<file path="config.mk">
export PLATFORM = sky130hd
export DESIGN_NAME = csv_field_tokenizer_flat
export DESIGN_NICKNAME = d
export VERILOG_FILES = /design/src/rtl/csvft_pkg.sv /design/src/rtl/csvft_if.sv /design/src/rtl/csvft_front.sv /design/src/rtl/csvft_queue.sv /design/src/rtl/csvft_back.sv /design/src/rtl/csv_field_tokenizer.sv /design/src/flat_wrapper.sv
export SDC_FILE = /design/constraint.sdc
export NUM_CORES = 1
export LEC_CHECK = 0
export BUFFER_PORTS_ARGS = -buffer_cell sky130_fd_sc_hd__buf_2
export CAP_MARGIN = 20
export CORE_MARGIN = 2
export CORE_UTILIZATION = 44
export CTS_CLUSTER_SIZE = 20
export DETAILED_ROUTE_END_ITERATION = 7
export SLEW_MARGIN = 20
export SYNTH_ARGS = -nofsm -noshare
export SYNTH_HDL_FRONTEND = slang
export SYNTH_SLANG_ARGS = --single-unit
</file>
<file path="constraint.sdc">
create_clock -name clk -period 5.25 [get_ports clk]
set_input_delay 1.3125 -clock clk [delete_from_list [all_inputs] [get_ports clk]]
set_output_delay 1.3125 -clock clk [all_outputs]
set_load 0.03 [all_outputs]
</file>
<file path="src/rtl/csvft_pkg.sv">
`timescale 1ns / 1ps
// Shared types, codes and constants of the CSV field tokenizer.
// Depends on nothing; the front end, queue, back end, top level and testbench use it.

package csvft_pkg;

    // Characters that steer the lexer.
    localparam logic [7:0] CH_COMMA = 8'h2C;
    localparam logic [7:0] CH_NL    = 8'h0A;
    localparam logic [7:0] CH_QUOTE = 8'h22;

    // Lexer state codes.
    localparam logic [2:0] S_START    = 3'd0;
    localparam logic [2:0] S_ROWSTART = 3'd1;
    localparam logic [2:0] S_FIELD    = 3'd2;
    localparam logic [2:0] S_QUOTED   = 3'd3;
    localparam logic [2:0] S_QSEEN    = 3'd4;
    localparam logic [2:0] S_AFTERQ   = 3'd5;
    localparam logic [2:0] S_DONE     = 3'd6;

    // Input item kinds.
    localparam logic KIND_BYTE = 1'b0;
    localparam logic KIND_EOI  = 1'b1;

    // Result kinds.
    localparam logic [2:0] RK_VALUE     = 3'd0;
    localparam logic [2:0] RK_FIELD_END = 3'd1;
    localparam logic [2:0] RK_NEWLINE   = 3'd2;
    localparam logic [2:0] RK_END       = 3'd3;
    localparam logic [2:0] RK_ERROR     = 3'd4;

    // Error codes.
    localparam logic [1:0] ERR_STRAY_QUOTE  = 2'd0;
    localparam logic [1:0] ERR_UNTERMINATED = 2'd1;
    localparam logic [1:0] ERR_AFTER_QUOTE  = 2'd2;

    // Command queue depth, pointer width and fill count width.
    localparam int QUEUE_DEPTH = 4;
    localparam int QPTR_W      = $clog2(QUEUE_DEPTH);
    localparam int QCNT_W      = $clog2(QUEUE_DEPTH + 1);

    // One result without its value byte.
    typedef struct packed {
        logic [2:0] kind;
        logic [1:0] err;
    } res_t;

    // All results caused by one input item; slot 0 goes out first.
    typedef struct packed {
        logic [1:0]     count;
        res_t [2:0]     slot;
        logic [7:0]     value;
    } cmd_t;

    // Write side of the command queue.
    typedef struct packed {
        logic valid;
        cmd_t cmd;
    } q_wr_t;

    // Read side of the command queue.
    typedef struct packed {
        logic valid;
        cmd_t cmd;
    } q_rd_t;

    function automatic res_t mk_res(input logic [2:0] kind, input logic [1:0] err);
        res_t r;
        r.kind = kind;
        r.err  = err;
        return r;
    endfunction

endpackage

</file>
<file path="src/rtl/csvft_if.sv">
`timescale 1ns / 1ps
// Valid/ready channel interfaces for the input bytes and the result tokens.
// Depends on nothing.

interface csvft_in_if;
    logic       valid;
    logic       ready;
    logic       kind;
    logic [7:0] data_byte;

    modport source (output valid, output kind, output data_byte, input ready);
    modport sink   (input valid, input kind, input data_byte, output ready);
endinterface

interface csvft_out_if;
    logic       valid;
    logic       ready;
    logic [2:0] result_kind;
    logic [7:0] value_byte;
    logic [1:0] error_code;
    logic       last;

    modport source (output valid, output result_kind, output value_byte,
                    output error_code, output last, input ready);
    modport sink   (input valid, input result_kind, input value_byte,
                    input error_code, input last, output ready);
endinterface

</file>
<file path="src/rtl/csvft_front.sv">
`timescale 1ns / 1ps
// Front end: accepts input items, runs the lexer state machine and writes one
// command per item that causes results. Depends on csvft_pkg and csvft_if.

module csvft_front (
    input  logic                 clk,
    input  logic                 rst_n,
    csvft_in_if.sink             in_ch,
    input  logic                 q_full,
    output csvft_pkg::q_wr_t     q_wr,
    output logic                 done
);

    logic [2:0]      state_reg;
    logic [2:0]      state_next;
    logic [2:0]      calc_state;
    csvft_pkg::cmd_t cmd;
    logic            fire;
    logic [7:0]      c;
    logic            is_comma;
    logic            is_nl;
    logic            is_quote;

    assign in_ch.ready = !q_full;
    assign fire        = in_ch.valid && in_ch.ready;
    assign c           = in_ch.data_byte;
    assign is_comma    = (c == csvft_pkg::CH_COMMA);
    assign is_nl       = (c == csvft_pkg::CH_NL);
    assign is_quote    = (c == csvft_pkg::CH_QUOTE);

    // Decode one item into its results and the following lexer state.
    always_comb
    begin
        cmd        = '0;
        calc_state = state_reg;
        if (state_reg == csvft_pkg::S_DONE || state_reg > csvft_pkg::S_DONE)
        begin
            // Input after end of input is dropped.
            calc_state = state_reg;
        end
        else if (in_ch.kind == csvft_pkg::KIND_EOI)
        begin
            calc_state = csvft_pkg::S_DONE;
            if (state_reg == csvft_pkg::S_QUOTED)
            begin
                cmd.count   = 2'd3;
                cmd.slot[0] = csvft_pkg::mk_res(csvft_pkg::RK_ERROR,
                                                csvft_pkg::ERR_UNTERMINATED);
                cmd.slot[1] = csvft_pkg::mk_res(csvft_pkg::RK_FIELD_END, 2'd0);
                cmd.slot[2] = csvft_pkg::mk_res(csvft_pkg::RK_END, 2'd0);
            end
            else if (state_reg == csvft_pkg::S_ROWSTART)
            begin
                cmd.count   = 2'd1;
                cmd.slot[0] = csvft_pkg::mk_res(csvft_pkg::RK_END, 2'd0);
            end
            else
            begin
                cmd.count   = 2'd2;
                cmd.slot[0] = csvft_pkg::mk_res(csvft_pkg::RK_FIELD_END, 2'd0);
                cmd.slot[1] = csvft_pkg::mk_res(csvft_pkg::RK_END, 2'd0);
            end
        end
        else if (is_comma && state_reg != csvft_pkg::S_QUOTED)
        begin
            // A comma ends the field everywhere but inside quotes.
            cmd.count   = 2'd1;
            cmd.slot[0] = csvft_pkg::mk_res(csvft_pkg::RK_FIELD_END, 2'd0);
            calc_state  = csvft_pkg::S_START;
        end
        else if (is_nl && state_reg != csvft_pkg::S_QUOTED)
        begin
            // A newline ends the field and gives a newline token.
            cmd.count   = 2'd2;
            cmd.slot[0] = csvft_pkg::mk_res(csvft_pkg::RK_FIELD_END, 2'd0);
            cmd.slot[1] = csvft_pkg::mk_res(csvft_pkg::RK_NEWLINE, 2'd0);
            calc_state  = csvft_pkg::S_ROWSTART;
        end
        else
        begin
            case (state_reg)
                csvft_pkg::S_START, csvft_pkg::S_ROWSTART:
                begin
                    if (is_quote)
                    begin
                        calc_state = csvft_pkg::S_QUOTED;
                    end
                    else
                    begin
                        cmd.count   = 2'd1;
                        cmd.slot[0] = csvft_pkg::mk_res(csvft_pkg::RK_VALUE, 2'd0);
                        cmd.value   = c;
                        calc_state  = csvft_pkg::S_FIELD;
                    end
                end
                csvft_pkg::S_FIELD:
                begin
                    cmd.count = 2'd1;
                    if (is_quote)
                    begin
                        cmd.slot[0] = csvft_pkg::mk_res(csvft_pkg::RK_ERROR,
                                                        csvft_pkg::ERR_STRAY_QUOTE);
                    end
                    else
                    begin
                        cmd.slot[0] = csvft_pkg::mk_res(csvft_pkg::RK_VALUE, 2'd0);
                        cmd.value   = c;
                    end
                end
                csvft_pkg::S_QUOTED:
                begin
                    if (is_quote)
                    begin
                        calc_state = csvft_pkg::S_QSEEN;
                    end
                    else
                    begin
                        cmd.count   = 2'd1;
                        cmd.slot[0] = csvft_pkg::mk_res(csvft_pkg::RK_VALUE, 2'd0);
                        cmd.value   = c;
                    end
                end
                csvft_pkg::S_QSEEN:
                begin
                    cmd.count = 2'd1;
                    if (is_quote)
                    begin
                        // A doubled quote stands for one quote byte.
                        cmd.slot[0] = csvft_pkg::mk_res(csvft_pkg::RK_VALUE, 2'd0);
                        cmd.value   = csvft_pkg::CH_QUOTE;
                        calc_state  = csvft_pkg::S_QUOTED;
                    end
                    else
                    begin
                        cmd.slot[0] = csvft_pkg::mk_res(csvft_pkg::RK_ERROR,
                                                        csvft_pkg::ERR_AFTER_QUOTE);
                        calc_state  = csvft_pkg::S_AFTERQ;
                    end
                end
                default:
                begin
                    // After the closing quote every other byte is an error.
                    cmd.count   = 2'd1;
                    cmd.slot[0] = csvft_pkg::mk_res(csvft_pkg::RK_ERROR,
                                                    csvft_pkg::ERR_AFTER_QUOTE);
                end
            endcase
        end
    end

    assign state_next = fire ? calc_state : state_reg;
    assign q_wr.valid = fire && (cmd.count != 2'd0);
    assign q_wr.cmd   = cmd;
    assign done       = (state_reg == csvft_pkg::S_DONE);

    // Lexer state register.
    always_ff @(posedge clk or negedge rst_n)
    begin
        if (!rst_n)
        begin
            state_reg <= csvft_pkg::S_START;
        end
        else
        begin
            state_reg <= state_next;
        end
    end

endmodule

</file>
<file path="src/rtl/csvft_queue.sv">
`timescale 1ns / 1ps
// Small command queue between the front end and the result sequencer.
// Depends on csvft_pkg.

module csvft_queue (
    input  logic              clk,
    input  logic              rst_n,
    input  csvft_pkg::q_wr_t  q_wr,
    input  logic              pop,
    output csvft_pkg::q_rd_t  q_rd,
    output logic              full
);

    csvft_pkg::cmd_t                 entry_reg [csvft_pkg::QUEUE_DEPTH];
    logic [csvft_pkg::QPTR_W-1:0]    wr_ptr_reg;
    logic [csvft_pkg::QPTR_W-1:0]    wr_ptr_next;
    logic [csvft_pkg::QPTR_W-1:0]    rd_ptr_reg;
    logic [csvft_pkg::QPTR_W-1:0]    rd_ptr_next;
    logic [csvft_pkg::QCNT_W-1:0]    cnt_reg;
    logic [csvft_pkg::QCNT_W-1:0]    cnt_next;
    logic                            push;
    logic                            do_pop;

    assign full   = (cnt_reg == csvft_pkg::QCNT_W'(csvft_pkg::QUEUE_DEPTH));
    assign push   = q_wr.valid && !full;
    assign do_pop = pop && (cnt_reg != '0);

    assign q_rd.valid = (cnt_reg != '0);
    assign q_rd.cmd   = entry_reg[rd_ptr_reg];

    // Pointer and fill count update.
    always_comb
    begin
        wr_ptr_next = push ? wr_ptr_reg + 1'b1 : wr_ptr_reg;
        rd_ptr_next = do_pop ? rd_ptr_reg + 1'b1 : rd_ptr_reg;
        cnt_next    = cnt_reg;
        if (push && !do_pop)
        begin
            cnt_next = cnt_reg + 1'b1;
        end
        else if (do_pop && !push)
        begin
            cnt_next = cnt_reg - 1'b1;
        end
    end

    always_ff @(posedge clk or negedge rst_n)
    begin
        if (!rst_n)
        begin
            wr_ptr_reg <= '0;
            rd_ptr_reg <= '0;
            cnt_reg    <= '0;
        end
        else
        begin
            wr_ptr_reg <= wr_ptr_next;
            rd_ptr_reg <= rd_ptr_next;
            cnt_reg    <= cnt_next;
        end
    end

    // Entry storage; payload only, no reset.
    always_ff @(posedge clk)
    begin
        if (push)
        begin
            entry_reg[wr_ptr_reg] <= q_wr.cmd;
        end
    end

endmodule

</file>
<file path="src/rtl/csvft_back.sv">
`timescale 1ns / 1ps
// Back end: walks the results of the command at the head of the queue and
// drives them into the output register, one per transfer.
// Depends on csvft_pkg and csvft_if.

module csvft_back (
    input  logic              clk,
    input  logic              rst_n,
    input  csvft_pkg::q_rd_t  q_rd,
    output logic              pop,
    csvft_out_if.source       out_ch
);

    logic            out_valid_reg;
    logic            out_valid_next;
    logic [2:0]      kind_reg;
    logic [7:0]      value_reg;
    logic [1:0]      err_reg;
    logic            last_reg;
    logic [1:0]      sel_reg;
    logic [1:0]      sel_next;
    logic            load;
    logic            sel_last;
    csvft_pkg::res_t cur;

    assign load     = q_rd.valid && (!out_valid_reg || out_ch.ready);
    assign cur      = q_rd.cmd.slot[sel_reg];
    assign sel_last = (sel_reg == q_rd.cmd.count - 2'd1);
    assign pop      = load && sel_last;

    // Slot counter and output valid.
    always_comb
    begin
        sel_next       = sel_reg;
        out_valid_next = out_valid_reg;
        if (load)
        begin
            out_valid_next = 1'b1;
            sel_next       = sel_last ? 2'd0 : sel_reg + 2'd1;
        end
        else if (out_ch.ready)
        begin
            out_valid_next = 1'b0;
        end
    end

    always_ff @(posedge clk or negedge rst_n)
    begin
        if (!rst_n)
        begin
            out_valid_reg <= 1'b0;
            sel_reg       <= 2'd0;
        end
        else
        begin
            out_valid_reg <= out_valid_next;
            sel_reg       <= sel_next;
        end
    end

    // Output payload register.
    always_ff @(posedge clk)
    begin
        if (load)
        begin
            kind_reg  <= cur.kind;
            err_reg   <= cur.err;
            value_reg <= (cur.kind == csvft_pkg::RK_VALUE) ? q_rd.cmd.value : 8'd0;
            last_reg  <= sel_last;
        end
    end

    assign out_ch.valid       = out_valid_reg;
    assign out_ch.result_kind = kind_reg;
    assign out_ch.value_byte  = value_reg;
    assign out_ch.error_code  = err_reg;
    assign out_ch.last        = last_reg;

endmodule

</file>
<file path="src/rtl/csv_field_tokenizer.sv">
`timescale 1ns / 1ps
// CSV field tokenizer top level. A result is registered in the command queue, then
// in the output register, after its input transfer. Throughput: one input byte per
// cycle while each causes at most one result and the output is ready; the back end
// sends one result per cycle while ready; a four-entry queue absorbs multi-result items.
// Reset (asynchronous, active low) puts the lexer at field start and empties all.

module csv_field_tokenizer (
    input  logic        clk,
    input  logic        rst_n,
    csvft_in_if.sink    in_ch,
    csvft_out_if.source out_ch
);

    csvft_pkg::q_wr_t q_wr;
    csvft_pkg::q_rd_t q_rd;
    logic             q_full;
    logic             pop;
    logic             done;

    csvft_front u_front (
        .clk    (clk),
        .rst_n  (rst_n),
        .in_ch  (in_ch),
        .q_full (q_full),
        .q_wr   (q_wr),
        .done   (done)
    );

    csvft_queue u_queue (
        .clk   (clk),
        .rst_n (rst_n),
        .q_wr  (q_wr),
        .pop   (pop),
        .q_rd  (q_rd),
        .full  (q_full)
    );

    csvft_back u_back (
        .clk    (clk),
        .rst_n  (rst_n),
        .q_rd   (q_rd),
        .pop    (pop),
        .out_ch (out_ch)
    );

    // A command is never written into a full queue.
    assert property (@(posedge clk) disable iff (!rst_n) q_wr.valid |-> !q_full)
        else $error("command written into a full queue");

    // Once end of input has been seen no further command is issued.
    assert property (@(posedge clk) disable iff (!rst_n) done |-> !q_wr.valid)
        else $error("command issued after end of input");

    // Only value results carry a byte.
    assert property (@(posedge clk) disable iff (!rst_n)
        (out_ch.valid && out_ch.result_kind != csvft_pkg::RK_VALUE)
            |-> (out_ch.value_byte == 8'd0))
        else $error("non-value result carries a byte");

    // The sequencer only pops a queue entry that exists.
    assert property (@(posedge clk) disable iff (!rst_n) pop |-> q_rd.valid)
        else $error("pop from an empty queue");

endmodule

</file>
<file path="src/flat_wrapper.sv">
// flat-port wrapper written by rule: the top's interface ports become plain ports
module csv_field_tokenizer_flat 
  (clk, rst_n, in_ch_valid, in_ch_kind, in_ch_data_byte, in_ch_ready, out_ch_valid, out_ch_result_kind, out_ch_value_byte, out_ch_error_code, out_ch_last, out_ch_ready);
  csvft_in_if in_ch_i ();
  csvft_out_if out_ch_i ();
  input  logic clk;
  input  logic rst_n;
  input wire logic [$bits(in_ch_i.valid)-1:0] in_ch_valid;
  input wire logic [$bits(in_ch_i.kind)-1:0] in_ch_kind;
  input wire logic [$bits(in_ch_i.data_byte)-1:0] in_ch_data_byte;
  output wire logic [$bits(in_ch_i.ready)-1:0] in_ch_ready;
  output wire logic [$bits(out_ch_i.valid)-1:0] out_ch_valid;
  output wire logic [$bits(out_ch_i.result_kind)-1:0] out_ch_result_kind;
  output wire logic [$bits(out_ch_i.value_byte)-1:0] out_ch_value_byte;
  output wire logic [$bits(out_ch_i.error_code)-1:0] out_ch_error_code;
  output wire logic [$bits(out_ch_i.last)-1:0] out_ch_last;
  input wire logic [$bits(out_ch_i.ready)-1:0] out_ch_ready;
  assign in_ch_i.valid = in_ch_valid;
  assign in_ch_i.kind = in_ch_kind;
  assign in_ch_i.data_byte = in_ch_data_byte;
  assign in_ch_ready = in_ch_i.ready;
  assign out_ch_valid = out_ch_i.valid;
  assign out_ch_result_kind = out_ch_i.result_kind;
  assign out_ch_value_byte = out_ch_i.value_byte;
  assign out_ch_error_code = out_ch_i.error_code;
  assign out_ch_last = out_ch_i.last;
  assign out_ch_i.ready = out_ch_ready;
  csv_field_tokenizer u_core (.clk(clk), .rst_n(rst_n), .in_ch(in_ch_i), .out_ch(out_ch_i));
endmodule
</file>
==> metrics list, run 1 <==
- The flow ran to the end, and the final reports show no timing, DRC or antenna violations.
* Post-synthesis simple-gate area fraction: 0.110
- The design draws approximately 2600 µW.
- Max-capacitance violation count: 0
* Yosys warning count: 0
- The post-synthesis compound-gate area fraction was 0.0731.
- For met2 alone, demand over resource in global routing was 0.251.
- After clock tree synthesis, the setup repair step added 0 buffers.
* Switching part of the total: 0.371
- Floorplan die width: around 100 µm
- Kind of cell adding the most delay to the critical path: simple AND/OR/NAND/NOR gates
- Number of failing hold endpoints at the final stage: 0
- The via count of the first global-routing pass was between 2,000 and 2,500.
- Summed negative setup slack over all endpoints: 0 ns
- Placement-stage worst setup slack: 1.37 ns
- The count of nets left with antenna violations once routing finished came out at 0.
- The tightest hold path in the finished design has a slack of around 0.5 ns.
- Final std cells w/o fill: about 440
* Net total in the final layout: between 300 and 400
* Most common cell in the synthesized netlist: sky130_fd_sc_hd__edfxtp_1
- Clock tree sinks: 95
* Setup violation total in the final timing report: 0
* Cts hold-fix bufs: 0
* Floorplan Core Area: between 9000 and 10,000 µm²
- In the final routed layout, each cell accounts on average for approximately 17 µm.
- Across the VDD grid, the largest voltage drop is between 0.0003 and 0.0004 V.
- Met3 Use GR: 0.0244
* Dpl hpwl: slightly above 5000 µm
- Buffer cell driving the clock tree root: sky130_fd_sc_hd__clkbuf_8
- Detail-routed via count per cell: 5.33
* Layout Area Growth over Synthesis: 10.5%
* Leak pwr: between 0.0015 and 0.002 µW
- Cell type with the largest total area after synthesis: sky130_fd_sc_hd__edfxtp_1
* Buffers & Inverters on Critical Path: 2
- The startpoint identified for the worst hold timing path is u_core.u_queue.cnt_reg[2].
- 29 I/O pins were placed.
* Unrepaired setup endpoints after global routing: no
- Chain of cells forming the critical path: buf_2 > or4b_2 > nor2_1 > a41oi_1 > ha_1 > inv_1 > fa_1 > mux2_2
- Number of pins exceeding their max-slew limit in the final report: 0
- Buffers added on ports: 28
- Max Fanout on Critical Path: 7
- Max reg flops: slightly below 70
- Synthesis handed over a netlist of between 200 and 300 instances.
* Initial antenna violation count: 0
* Number of CTS-inserted buffers: 9
- Grt peak-use layer: met2
- The most critical setup path has its endpoint at u_core.u_queue.cnt_reg[1].
- CP max stage cell: sky130_fd_sc_hd__or4b_2
* GRT Overall Usage: 0.157
- STA puts the critical path data required time at 5.49 ns.
- Yosys attributes the largest share of cell area to sky130_fd_sc_hd__edfxtp_1 57%, sky130_fd_sc_hd__mux4_2 8.9%, sky130_fd_sc_hd__dfrtp_1 7.6%.
* Number of inserted diodes: 0
* Fraction of synthesized cell area taken by the top area cell type: 0.573
- Leading cell types by count after synthesis: 82 x sky130_fd_sc_hd__edfxtp_1, 17 x sky130_fd_sc_hd__mux4_2, 13 x sky130_fd_sc_hd__dfrtp_1
- Critical path's largest stage delay: between 0.7 and 0.8 ns
- The startpoint identified for the worst register-to-register timing path is u_core.u_queue.rd_ptr_reg[0].
- The final route contains 2,330 vias.
- Primary flip-flop cell chosen by synthesis mapping: sky130_fd_sc_hd__edfxtp_1
- For the worst-skew pair, the clock arrives at the later sink with an insertion delay of around 0.36 ns.
- In the finished design, the share of the clock period the worst path needs comes to 0.668.
- Classification of the worst-slack hold path: reg -> reg
- Fraction of final layout cells sized beyond drive strength 1: 0.243
- For flop-to-flop paths, the worst setup slack is between 1.5 and 2 ns.
- Slew at the pin closest to its max-slew limit: 0.880 ns
- The clock tree synthesis step divided the H-tree into 3 levels.
* Number of synthesized flops with an enable pin: roughly 80
- The share of total power dissipated in sequential elements is 0.447.
- Worst Path Class, Setup: in -> reg
- Of the total power, the clock network draws 0.178.
- Number of gates on the worst path with buffers counted: 8
- In the synthesized netlist the async set-or-reset flop fraction comes to 0.137.
- When the netlist entered floorplanning its net count stood at about 290.
- For the worst setup path, the data arrival time is between 3 and 4 ns.
- Initial Util: 0.445
- After floorplanning, the core was divided into 36 placement rows.
- Worst-case clock skew: 0.0137 ns
- Synthesized area per cell: 15.8 µm²
- Entering global routing, the biggest net connects 21 pins.
- The longest clock path from root to sink contains 2 buffers.
* Achievable clock frequency: between 0.2 and 0.3 GHz
- Total power divided by cell area: ~560 nW/µm²
* Total of cells resized after clock tree synthesis: 0
- Vertical die dimension: approximately 100 µm
- TritonCTS built the clock tree.
- Main combinational cell family by area after synthesis: multiplexers
* Sort of element at the end of the critical path: register
* Detailed Routing Iterations Pass 1: 4
- The worst setup path is launched from an input port.
- Fraction of the yosys area taken by sequential cells: 0.649
- In this run, synthesis produced a sequential element count of 95.
* First-pass GRT wire length: between 10,000 and 15,000 µm
- After detailed routing, the total wire length is 7560 µm.
* Path depth of the worst reg2reg path: 9
* Post-synth design cell area: ~4300 µm²
* Remaining max-slew budget at the tightest pin: 0.414
- Clock period minus final worst setup slack: roughly 3.5 ns
- Sum of overflow across all layers after global routing: 0
* Drt initial violations: 114
* Critical path origin: in_ch_data_byte[3]
- The number of different library cells used by synthesis comes to 60.
- The endpoint identified for the worst register-to-register timing path is u_core.u_queue.cnt_reg[1].
- In this run the power spent charging and discharging nets is a little under 1000 µW.
* Area share of fa/ha/maj cells after synthesis: 0.0192
- Number of cells after detailed placement: around 420
- Post-synthesis mux area share: 0.111
* Comb power frac: 0.374
* Clock slew at the register clock pins of the worst setup and hold paths: 0.10 ns
* Cell Int Power: ~1700 µW
- Total die area: 10,600 µm²
* DRC violation count after routing: 0
- Of the total synthesized cell area, the portion taken by XOR and XNOR cells is 0.0143.
* RD Place Congestion: about 0.81
* GR Util met1: 0.219
- Final worst-path setup slack: 1.74 ns
## worst reg2reg max path, stage by stage (launching register included)
cell and delay (ns):
sky130_fd_sc_hd__dfrtp_1 0.34, sky130_fd_sc_hd__buf_4 0.35, sky130_fd_sc_hd__mux4_2 0.61, sky130_fd_sc_hd__xnor2_1 0.45, sky130_fd_sc_hd__mux2i_1 0.36, sky130_fd_sc_hd__inv_1 0.09
sky130_fd_sc_hd__ha_1 0.21, sky130_fd_sc_hd__inv_1 0.07, sky130_fd_sc_hd__fa_1 0.40, sky130_fd_sc_hd__mux2_2 0.27
## logic make-up after synthesis
group	count (synthesis)
buf+inv	24
xor+xnor	7
fa+ha+maj	6
mux	26
compound gates	38
simple gates	76
flops	95
## layer usage
| layer | routed length [µm] | vias up | share of wire |
|---|---|---|---|
| met2 | 3690 | 29 | 0.49 |
| met1 | 3660 | 1166 | 0.48 |
| li1 | - | 1131 | - |
| met4 | 51 | 0 | 0.0067 |
| met5 | 0 | - | 0 |
| met3 | 153 | 4 | 0.020 |
## layout make-up
cell class              count  area, µm²
fillers                   858       4890
flip-flops and latches     95       2790
multi-input cells         153       1410
well taps                 133        166
repair buffers             30        155
clock buffers               9        124
clock inverters             7       70.1
inverters                  10       37.5
## placed cells by master, fill, tap and decap left out, types with 2 or more instances in the layout
cell type / instances
sky130_fd_sc_hd__a21boi_0: 2
sky130_fd_sc_hd__a211oi_1: 2
sky130_fd_sc_hd__inv_8: 4
sky130_fd_sc_hd__nand3b_1: 2
sky130_fd_sc_hd__nand3_1: 4
sky130_fd_sc_hd__buf_2: 28
sky130_fd_sc_hd__buf_4: 2
sky130_fd_sc_hd__xnor2_1: 3
sky130_fd_sc_hd__or4b_2: 2
sky130_fd_sc_hd__nor3b_1: 11
sky130_fd_sc_hd__mux2_2: 2
sky130_fd_sc_hd__ha_1: 5
sky130_fd_sc_hd__dfrtp_1: 13
sky130_fd_sc_hd__nand4_1: 3
sky130_fd_sc_hd__xor2_1: 4
sky130_fd_sc_hd__nand2_1: 8
sky130_fd_sc_hd__a2111o_1: 2
sky130_fd_sc_hd__clkbuf_8: 9
sky130_fd_sc_hd__nor2_1: 8
sky130_fd_sc_hd__and3_1: 2
sky130_fd_sc_hd__o21ai_0: 7
sky130_fd_sc_hd__o31ai_1: 2
sky130_fd_sc_hd__nor3_1: 5
sky130_fd_sc_hd__a22oi_1: 2
sky130_fd_sc_hd__and2_1: 8
sky130_fd_sc_hd__a21oi_1: 2
sky130_fd_sc_hd__nand4b_1: 2
sky130_fd_sc_hd__nor2b_1: 3
sky130_fd_sc_hd__mux2i_1: 6
sky130_fd_sc_hd__or3_1: 3
sky130_fd_sc_hd__mux4_2: 17
sky130_fd_sc_hd__nand2b_1: 7
sky130_fd_sc_hd__inv_1: 10
sky130_fd_sc_hd__o41ai_1: 2
sky130_fd_sc_hd__edfxtp_1: 82
sky130_fd_sc_hd__nor4_1: 2
## worst min path at each step
stage	cells after the start	endpoint
2_1_floorplan	1	u_core.u_queue.cnt_reg[2]
3_3_place_gp	1	u_core.u_queue.cnt_reg[2]
3_5_place_dp	1	u_core.u_queue.cnt_reg[2]
4_1_cts	1	u_core.u_queue.cnt_reg[2]
5_1_grt	1	u_core.u_queue.cnt_reg[2]
6_report	1	u_core.u_queue.cnt_reg[2]
## metrics by stage
stage / util / cell area (µm²)
2_1_floorplan: - / 4290
3_3_place_gp: 0.472 / 4550
3_5_place_dp: 0.472 / 4550
4_1_cts: 0.492 / 4750
5_1_grt: 0.492 / 4750
6_report: 0.492 / 4750
## power groups by stage
stage          registers (µW)  logic, µW  clock network, µW
6_report                 1180        988                470
3_3_place_gp             1190        990                  0
2_1_floorplan            1260        695                  0
5_1_grt                  1210       1100                507
4_1_cts                  1180       1000                483
3_5_place_dp             1200       1000                  0
(Power assumes the default switching activity.)
==> run 2: changes to the inputs <==
==> constraint.sdc (replaced) <==
create_clock -name clk -period 3.34 [get_ports clk]
set_input_delay 0.835 -clock clk [delete_from_list [all_inputs] [get_ports clk]]
set_output_delay 0.835 -clock clk [all_outputs]
set_load 0.03 [all_outputs]
==> metrics list, run 2 (synthesized netlist as in run 1, its figures left out) <==
- The post-detailed-placement half-perimeter wirelength came to 5220 µm (was 5050 µm).
- The leakage power is 0.00169 µW (was 0.00164 µW).
- Buffer cell driving the clock tree root: sky130_fd_sc_hd__clkbuf_8 (unchanged)
* First-pass GRT wire length: 12,700 µm (was 12,300 µm)
- Commonest non-fill, non-tap cells in the layout: 82 x sky130_fd_sc_hd__edfxtp_1, 28 x sky130_fd_sc_hd__buf_2, 17 x sky130_fd_sc_hd__mux4_2, 13 x sky130_fd_sc_hd__dfrtp_1, 12 x sky130_fd_sc_hd__buf_4 (was 82 x sky130_fd_sc_hd__edfxtp_1, 28 x sky130_fd_sc_hd__buf_2, 17 x sky130_fd_sc_hd__mux4_2, 13 x sky130_fd_sc_hd__dfrtp_1, 11 x sky130_fd_sc_hd__nor3b_1)
* Post-detailed-route wirelength per cell: 17.2 µm (was 17.3 µm)
- The setup slack of the most critical reg-to-reg path is 0.44 ns (was 1.99 ns).
- Area occupied by multi-input gates: 1410 µm² (unchanged)
* Post-layout instance area: 4810 µm² (was 4750 µm²)
* Initial antenna violation count: 0 (unchanged)
- Sum of overflow across all layers after global routing: 0 (unchanged)
- CTS H-tree depth: 3 (unchanged)
- The number of failing hold endpoints at the final stage was 0 (unchanged).
* Net total in the final layout: 328 (was 318)
- The instance area at placement came to 4630 µm² (was 4550 µm²).
- The type of the tightest min-delay check is in -> async (was reg -> reg).
- Post-detailed-route count of antenna-violating nets: 0 (unchanged)
- The highest fanout seen on the critical path is 6 (was 7).
- Derived from the worst setup path, the maximum achievable clock frequency is about 0.35 GHz.
- Portion of the clock cycle consumed by the worst path in the final layout: 0.867
* Path depth of the worst reg2reg path: 8 (was 9)
- The area added between synthesis and finish is 12.1% (was 10.5%).
- Clock tree from TritonCTS: yes (unchanged)
- Cts hold-fix bufs: 0 (unchanged)
- The diode insertion count for antenna repair came to 0 (unchanged).
- Worst IR drop on VDD: 0.000544 V (was 0.000301 V)
- Critical Path Start Type: register (was input port)
- Unrepaired setup endpoints after global routing: no (unchanged).
- The most common cell after layout, fill and taps aside is sky130_fd_sc_hd__edfxtp_1 (unchanged).
- Floorplan Core Area: 9640 µm² (unchanged)
- The max-capacitance violation count is 0 (unchanged).
- Floorplan die width: 103 µm (unchanged)
* Slew at the pin closest to its max-slew limit: 0.761 ns (was 0.880 ns)
- RD Place Congestion: 0.820 (was 0.808)
- The endpoint kind of the worst setup timing path was a register (unchanged).
- Number of global-route vias before repair: 2,437 (was 2,349)
- GRT Overall Usage: 0.163 (was 0.157)
- The total via count after detailed routing is 2,424 (was 2,330).
* Number of pins exceeding their max-slew limit in the final report: 0 (unchanged)
- Largest net degree at the start of global routing: 19 (was 21)
- Required time of the worst setup path: 3.59 ns (was 5.49 ns)
- The number of flip-flops under the largest register name came to 68 (unchanged).
* Number of buffers inserted to repair setup after CTS: 0 (unchanged)
- Fraction of final layout cells sized beyond drive strength 1: 0.268 (was 0.243)
- Clock slew at the register clock pins of the worst setup and hold paths: 0.10 ns (about the same)
- Setup violation total in the final timing report: 0 (unchanged)
- The sequential cell area is 2790 µm² (unchanged).
* Total die area: 10,600 µm² (unchanged)
- Clock tree buffer depth: 2 (unchanged)
- Post-layout utilization of the core: 0.499 (was 0.492)
* Insertion delay of the later-clocked pin in the worst-skew pair: 0.36 ns (about the same)
* Drt initial violations: 116 (was 114)
* Total of cells resized after clock tree synthesis: 0 (unchanged)
- The total power density per cell area came to 864 nW/µm² (was 556 nW/µm²).
* Worst-case clock skew: 0.00979 ns (was 0.0137 ns)
* Number of primary I/O pins: 29 (unchanged)
- Worst Path Class, Setup: reg -> reg (was in -> reg)
- The length of the first detailed-routing pass in iterations was 4 (unchanged).
* Clock period minus final worst setup slack: roughly 2.9 ns
- Vertical die dimension: 103 µm (unchanged)
* Buffers added on ports: 28 (unchanged)
* Initial Util: 0.445 (unchanged)
- Summed negative setup slack over all endpoints: 0 ns (unchanged)
- The number of buffers added by the clock tree synthesis step was 9 (unchanged).
- Detail-routed via count per cell: 5.42 (was 5.33)
* Status: complete, no violations (unchanged)
- The overall routed net length came to 7690 µm (was 7560 µm).
- Remaining max-slew budget at the tightest pin: 0.488 (was 0.414)
- Layout fillers: 864 (was 858)
* Floorplan row count: 36 (unchanged)
- The clock sink count is 95 (unchanged).
- DRC violation count after routing: 0 (unchanged)
* Worst EP arrival: 3.15 ns (was 3.75 ns)
-- run 2: changes by cell type in the layout (fill, tap and decap cells not counted), sizes merged --
| cell | before | now |
|---|---|---|
| buf | 30 | 40 |
| clkinvlp | 1 | 0 |
| clkinv | 1 | 4 |
| inv | 15 | 13 |
-- run 2: worst paths after layout --
kind	start	endpoint
max reg2reg	u_core.u_queue.rd_ptr_reg[0]	u_core.u_queue.cnt_reg[1]
min reg2reg	u_core.u_queue.cnt_reg[2]	u_core.u_queue.cnt_reg[2]
max in group asynchronous	rst_n	u_core.u_queue.wr_ptr_reg[0]
min	rst_n	u_core.u_back.sel_reg[0]
max	u_core.u_queue.rd_ptr_reg[0]	u_core.u_queue.cnt_reg[1]
min in group clk	u_core.u_queue.cnt_reg[2]	u_core.u_queue.cnt_reg[2]
-- run 2: through the flow --
step	setup slack [ns]	cells	hold WS [ns]	power [µW]
5_1_grt	0.240	447	0.364	4450
3_3_place_gp	0.158	431	0.498	3480
6_report	0.445	447	0.354	4160
2_1_floorplan	0.264	272	0.469	3070
4_1_cts	0.386	447	0.350	4220
3_5_place_dp	0.120	431	0.515	3510
-- run 2: where the power goes --
group / internal, µW / switching, µW
Sequential: 1680 / 182
Combinational: 677 / 913
Clock: 286 / 423
-- run 2: per-layer routing --
layer / routed length, µm / GRT usage / up-vias
met3: 272 / 0.0264 / 9
met1: 3510 / 0.222 / 1218
met5: 0 / 0 / -
met2: 3780 / 0.261 / 47
met4: 124 / 0.0719 / 0
li1: - / - / 1150
-- run 2: layout make-up --
cell class,count,share of cell area
Multi-Input combinational cell,153,0.292
Tap cell,133,0.0346
Timing Repair Buffer,40,0.0478
Sequential cell,95,0.579
Inverter,10,0.00780
Clock inverter,7,0.0130
Clock buffer,9,0.0257
-- run 2: worst max-delay path, stage by stage, from the launching register on --
cell and delay [ns]:
sky130_fd_sc_hd__dfrtp_1 0.55, sky130_fd_sc_hd__mux4_2 0.60, sky130_fd_sc_hd__xnor2_1 0.26, sky130_fd_sc_hd__mux2i_1 0.32, sky130_fd_sc_hd__inv_1 0.10, sky130_fd_sc_hd__ha_1 0.21
sky130_fd_sc_hd__inv_1 0.07, sky130_fd_sc_hd__fa_1 0.41, sky130_fd_sc_hd__mux2_2 0.27
==> run 3: changes to the inputs <==
--- a/config.mk
+++ b/config.mk
@@ -7,6 +7,7 @@
 export LEC_CHECK = 0
 export BUFFER_PORTS_ARGS = -buffer_cell sky130_fd_sc_hd__buf_2
 export CAP_MARGIN = 20
+export CORE_ASPECT_RATIO = 1.2
 export CORE_MARGIN = 2
 export CORE_UTILIZATION = 44
 export CTS_CLUSTER_SIZE = 20
==> metrics list, run 3 (synthesized netlist as in run 1, its figures left out) <==
- Status: complete, no violations (unchanged)
- Relative contribution of the clock network to total power: 0.217 (was 0.170)
* Clock slew at the register clock pins of the worst setup and hold paths: 0.06 ns (was 0.10 ns)
* Total of cells resized after clock tree synthesis: 0 (unchanged)
- Number of global-route vias before repair: 2,437 (unchanged)
* Switching power total: 1490 µW (was 1520 µW)
- Post-layout instance area: 4930 µm² (was 4810 µm²)
* Achievable clock frequency: 0.347 GHz (was 0.345 GHz)
- Critical path's largest stage delay: 0.73 ns (was 0.60 ns)
- Switching part of the total: 0.335 (was 0.365)
* Worst EP arrival: 3.10 ns (was 3.15 ns)
- The post-CTS repair timing setup buffer count came to 0 (unchanged).
- The largest vdd supply drop is 0.000432 V (was 0.000544 V).
- Setup slack on the worst flop-to-flop path: 0.61 ns (was 0.44 ns)
- Chain of cells forming the critical path: buf_2 > or4b_2 > nor2_1 > a41oi_1 > ha_1 > inv_1 > fa_1 > mux2_2 (was mux4_2 > xnor2_1 > mux2i_1 > inv_1 > ha_1 > inv_1 > fa_1 > mux2_2)
- Total die area: 10,600 µm² (about the same)
- The number of failing hold endpoints at the final stage is 0 (unchanged).
- The total via count after detailed routing is 2,413 (was 2,424).
* Remaining max-slew budget at the tightest pin: 0.463 (was 0.488)
* Detail-routed via count per cell: 5.47 (was 5.42)
- The effective utilization at floorplan is 0.451 (was 0.445).
- Insertion delay of the later-clocked pin in the worst-skew pair: 0.33 ns (was 0.36 ns)
* CP max stage cell: sky130_fd_sc_hd__or4b_2 (was sky130_fd_sc_hd__mux4_2)
- The transition time at the pin with the least slew margin came to 0.798 ns (was 0.761 ns).
- Clock period minus final worst setup slack: 2.88 ns (was 2.90 ns)
- Detailed Routing Iterations Pass 1: 4 (unchanged)
- First-pass GRT wire length: 12,900 µm (was 12,700 µm)
- Layout Area Growth over Synthesis: 14.8% (was 12.1%)
- Floorplan die width: 94.2 µm (was 103 µm)
* Worst hold slack: 0.390 ns (was 0.354 ns)
- The hold-fix buffer count after cts came to 0 (unchanged).
- Max Fanout on Critical Path: 4 (was 6)
* Area taken by flip-flops and latches: 2790 µm² (unchanged)
- Unrepaired setup endpoints after global routing: no (unchanged).
* Initial antenna violation count: 0 (unchanged)
* Cell area reported after detailed placement: 4650 µm² (was 4630 µm²)
- Summed negative setup slack over all endpoints: 0 ns (unchanged)
- RD Place Congestion: 0.869 (was 0.820)
- The number of port buffers came to 28 (unchanged).
- Clock tree sinks: 95 (unchanged)
- Drt initial violations: 127 (was 116)
- Net total in the final layout: 332 (was 328)
- The CTS tree is yes (unchanged).
* Number of CTS-inserted buffers: 9 (unchanged)
* Largest net degree at the start of global routing: 19 (unchanged)
* GRT Overall Usage: 0.164 (was 0.163)
- Buffer cell driving the clock tree root: sky130_fd_sc_hd__clkbuf_16 (was sky130_fd_sc_hd__clkbuf_8)
- Worst Path Class, Setup: in -> reg (was reg -> reg)
* Max-capacitance violation count: 0 (unchanged)
- The max-slew violation count is 0 (unchanged).
- Cell Int Power: 2950 µW (was 2640 µW)
- Sort of element at the end of the critical path: register (unchanged)
- The share of total power in combinational logic was 0.364 (was 0.382).
- Critical Path Start Type: input port (was register)
- Portion of the clock cycle consumed by the worst path in the final layout: 0.864 (was 0.867)
* Max reg flops: 68 (unchanged)
- The core box area came to 9520 µm² (was 9640 µm²).
* Setup violation total in the final timing report: 0 (unchanged)
* Sum of overflow across all layers after global routing: 0 (unchanged)
* Final std cells w/o fill: 441 (was 447)
- Clock tree buffer depth: 2 (unchanged)
- The post-detailed-placement half-perimeter wirelength was 5450 µm (was 5220 µm).
* Area occupied by multi-input gates: 1410 µm² (unchanged)
- The number of ports placed on the die boundary is 29 (unchanged).
- Wire length reported by the detailed router: 7770 µm (was 7690 µm)
- Total Power: 4430 µW (was 4160 µW)
* Required time of the worst setup path: 3.56 ns (was 3.59 ns)
- Leak pwr: 0.00175 µW (was 0.00169 µW)
- Most common cell after layout, fill and taps aside: sky130_fd_sc_hd__edfxtp_1 (unchanged)
- Number of cells after detailed placement: 425 (was 431)
* Worst-case clock skew: 0.00620 ns (was 0.00979 ns)
* Vertical die dimension: 112 µm (was 103 µm)
- Layout fillers: 825 (was 864)
* Commonest non-fill, non-tap cells in the layout: 82 x sky130_fd_sc_hd__edfxtp_1, 28 x sky130_fd_sc_hd__buf_2, 17 x sky130_fd_sc_hd__mux4_2, 16 x sky130_fd_sc_hd__buf_4, 13 x sky130_fd_sc_hd__dfrtp_1 (was 82 x sky130_fd_sc_hd__edfxtp_1, 28 x sky130_fd_sc_hd__buf_2, 17 x sky130_fd_sc_hd__mux4_2, 13 x sky130_fd_sc_hd__dfrtp_1, 12 x sky130_fd_sc_hd__buf_4)
* Fraction of final layout cells sized beyond drive strength 1: 0.261 (was 0.268)
* Total power divided by cell area: 900 nW/µm² (was 864 nW/µm²)
- Number of inserted diodes: 0 (unchanged)
- Classification of the worst-slack hold path: in -> async (unchanged)
- Floorplan row count: 39 (was 36)
- Post-detailed-route count of antenna-violating nets: 0 (unchanged)
- The level count of the clock H-tree is 3 (unchanged).
* DRC violation count after routing: 0 (unchanged)
- Part of the power in registers: 0.419 (was 0.447)
* Post-detailed-route wirelength per cell: 17.6 µm (was 17.2 µm)
run 3: changes by cell type in the layout (fill, tap and decap cells not counted), sizes merged:
cell / delta
inv: -3
bufinv: +1
buf: +4
clkbuf: +3
clkinv: -1
run 3: critical path, delay by kind of cell:
kind / cells / cell delay (ns)
buffers and inverters: 2 / 0.18
AND/OR/NAND/NOR: 2 / 0.93
multiplexers: 1 / 0.26
AO/OA/AOI/OAI: 1 / 0.21
adder cells (fa/ha/maj): 2 / 0.68
run 3: per-layer routing:
layer | GRT usage | vias to the layer above | part of all wire
met5 | 0 | - | 0
met4 | 0.0628 | 0 | 0.020
met3 | 0.0389 | 13 | 0.031
met2 | 0.269 | 40 | 0.51
met1 | 0.213 | 1199 | 0.44
li1 | - | 1161 | -
run 3: final timing paths:
kind	start	end	cells past startpoint
max reg2reg	u_core.u_queue.rd_ptr_reg[1]	u_core.u_queue.cnt_reg[1]	8
max	in_ch_data_byte[0]	u_core.u_queue.cnt_reg[1]	8
min	rst_n	u_core.u_queue.rd_ptr_reg[1]	1
min reg2reg	u_core.u_queue.cnt_reg[2]	u_core.u_queue.cnt_reg[2]	1
max in group asynchronous	rst_n	u_core.u_queue.rd_ptr_reg[0]	1
min in group clk	u_core.u_queue.cnt_reg[2]	u_core.u_queue.cnt_reg[2]	1
run 3: area by class of cell:
cell class | instances | share of cell area
timing repair buffer | 44 | 0.0528
sequential | 95 | 0.566
multi-input combinational | 153 | 0.285
clock inverter | 4 | 0.00939
clock buffer | 12 | 0.0480
inverter | 10 | 0.00762
tap | 123 | 0.0312
run 3: power by group through the flow:
stage                     clock [µW]  sequential (µW)  combinational (µW)
after detailed placement           0             1890                1630
after global routing            1040             1890                1790
after global placement             0             1880                1620
after CTS                        991             1860                1640
after floorplan                    0             1980                1090
final                            964             1860                1610
run 3: stage by stage:
stage / utilization / worst slack (ns)
floorplan: - / 0.264
global placement: 0.488 / 0.127
detailed placement: 0.488 / 0.107
CTS: 0.518 / 0.465
global route: 0.518 / 0.377
finish: 0.518 / 0.455
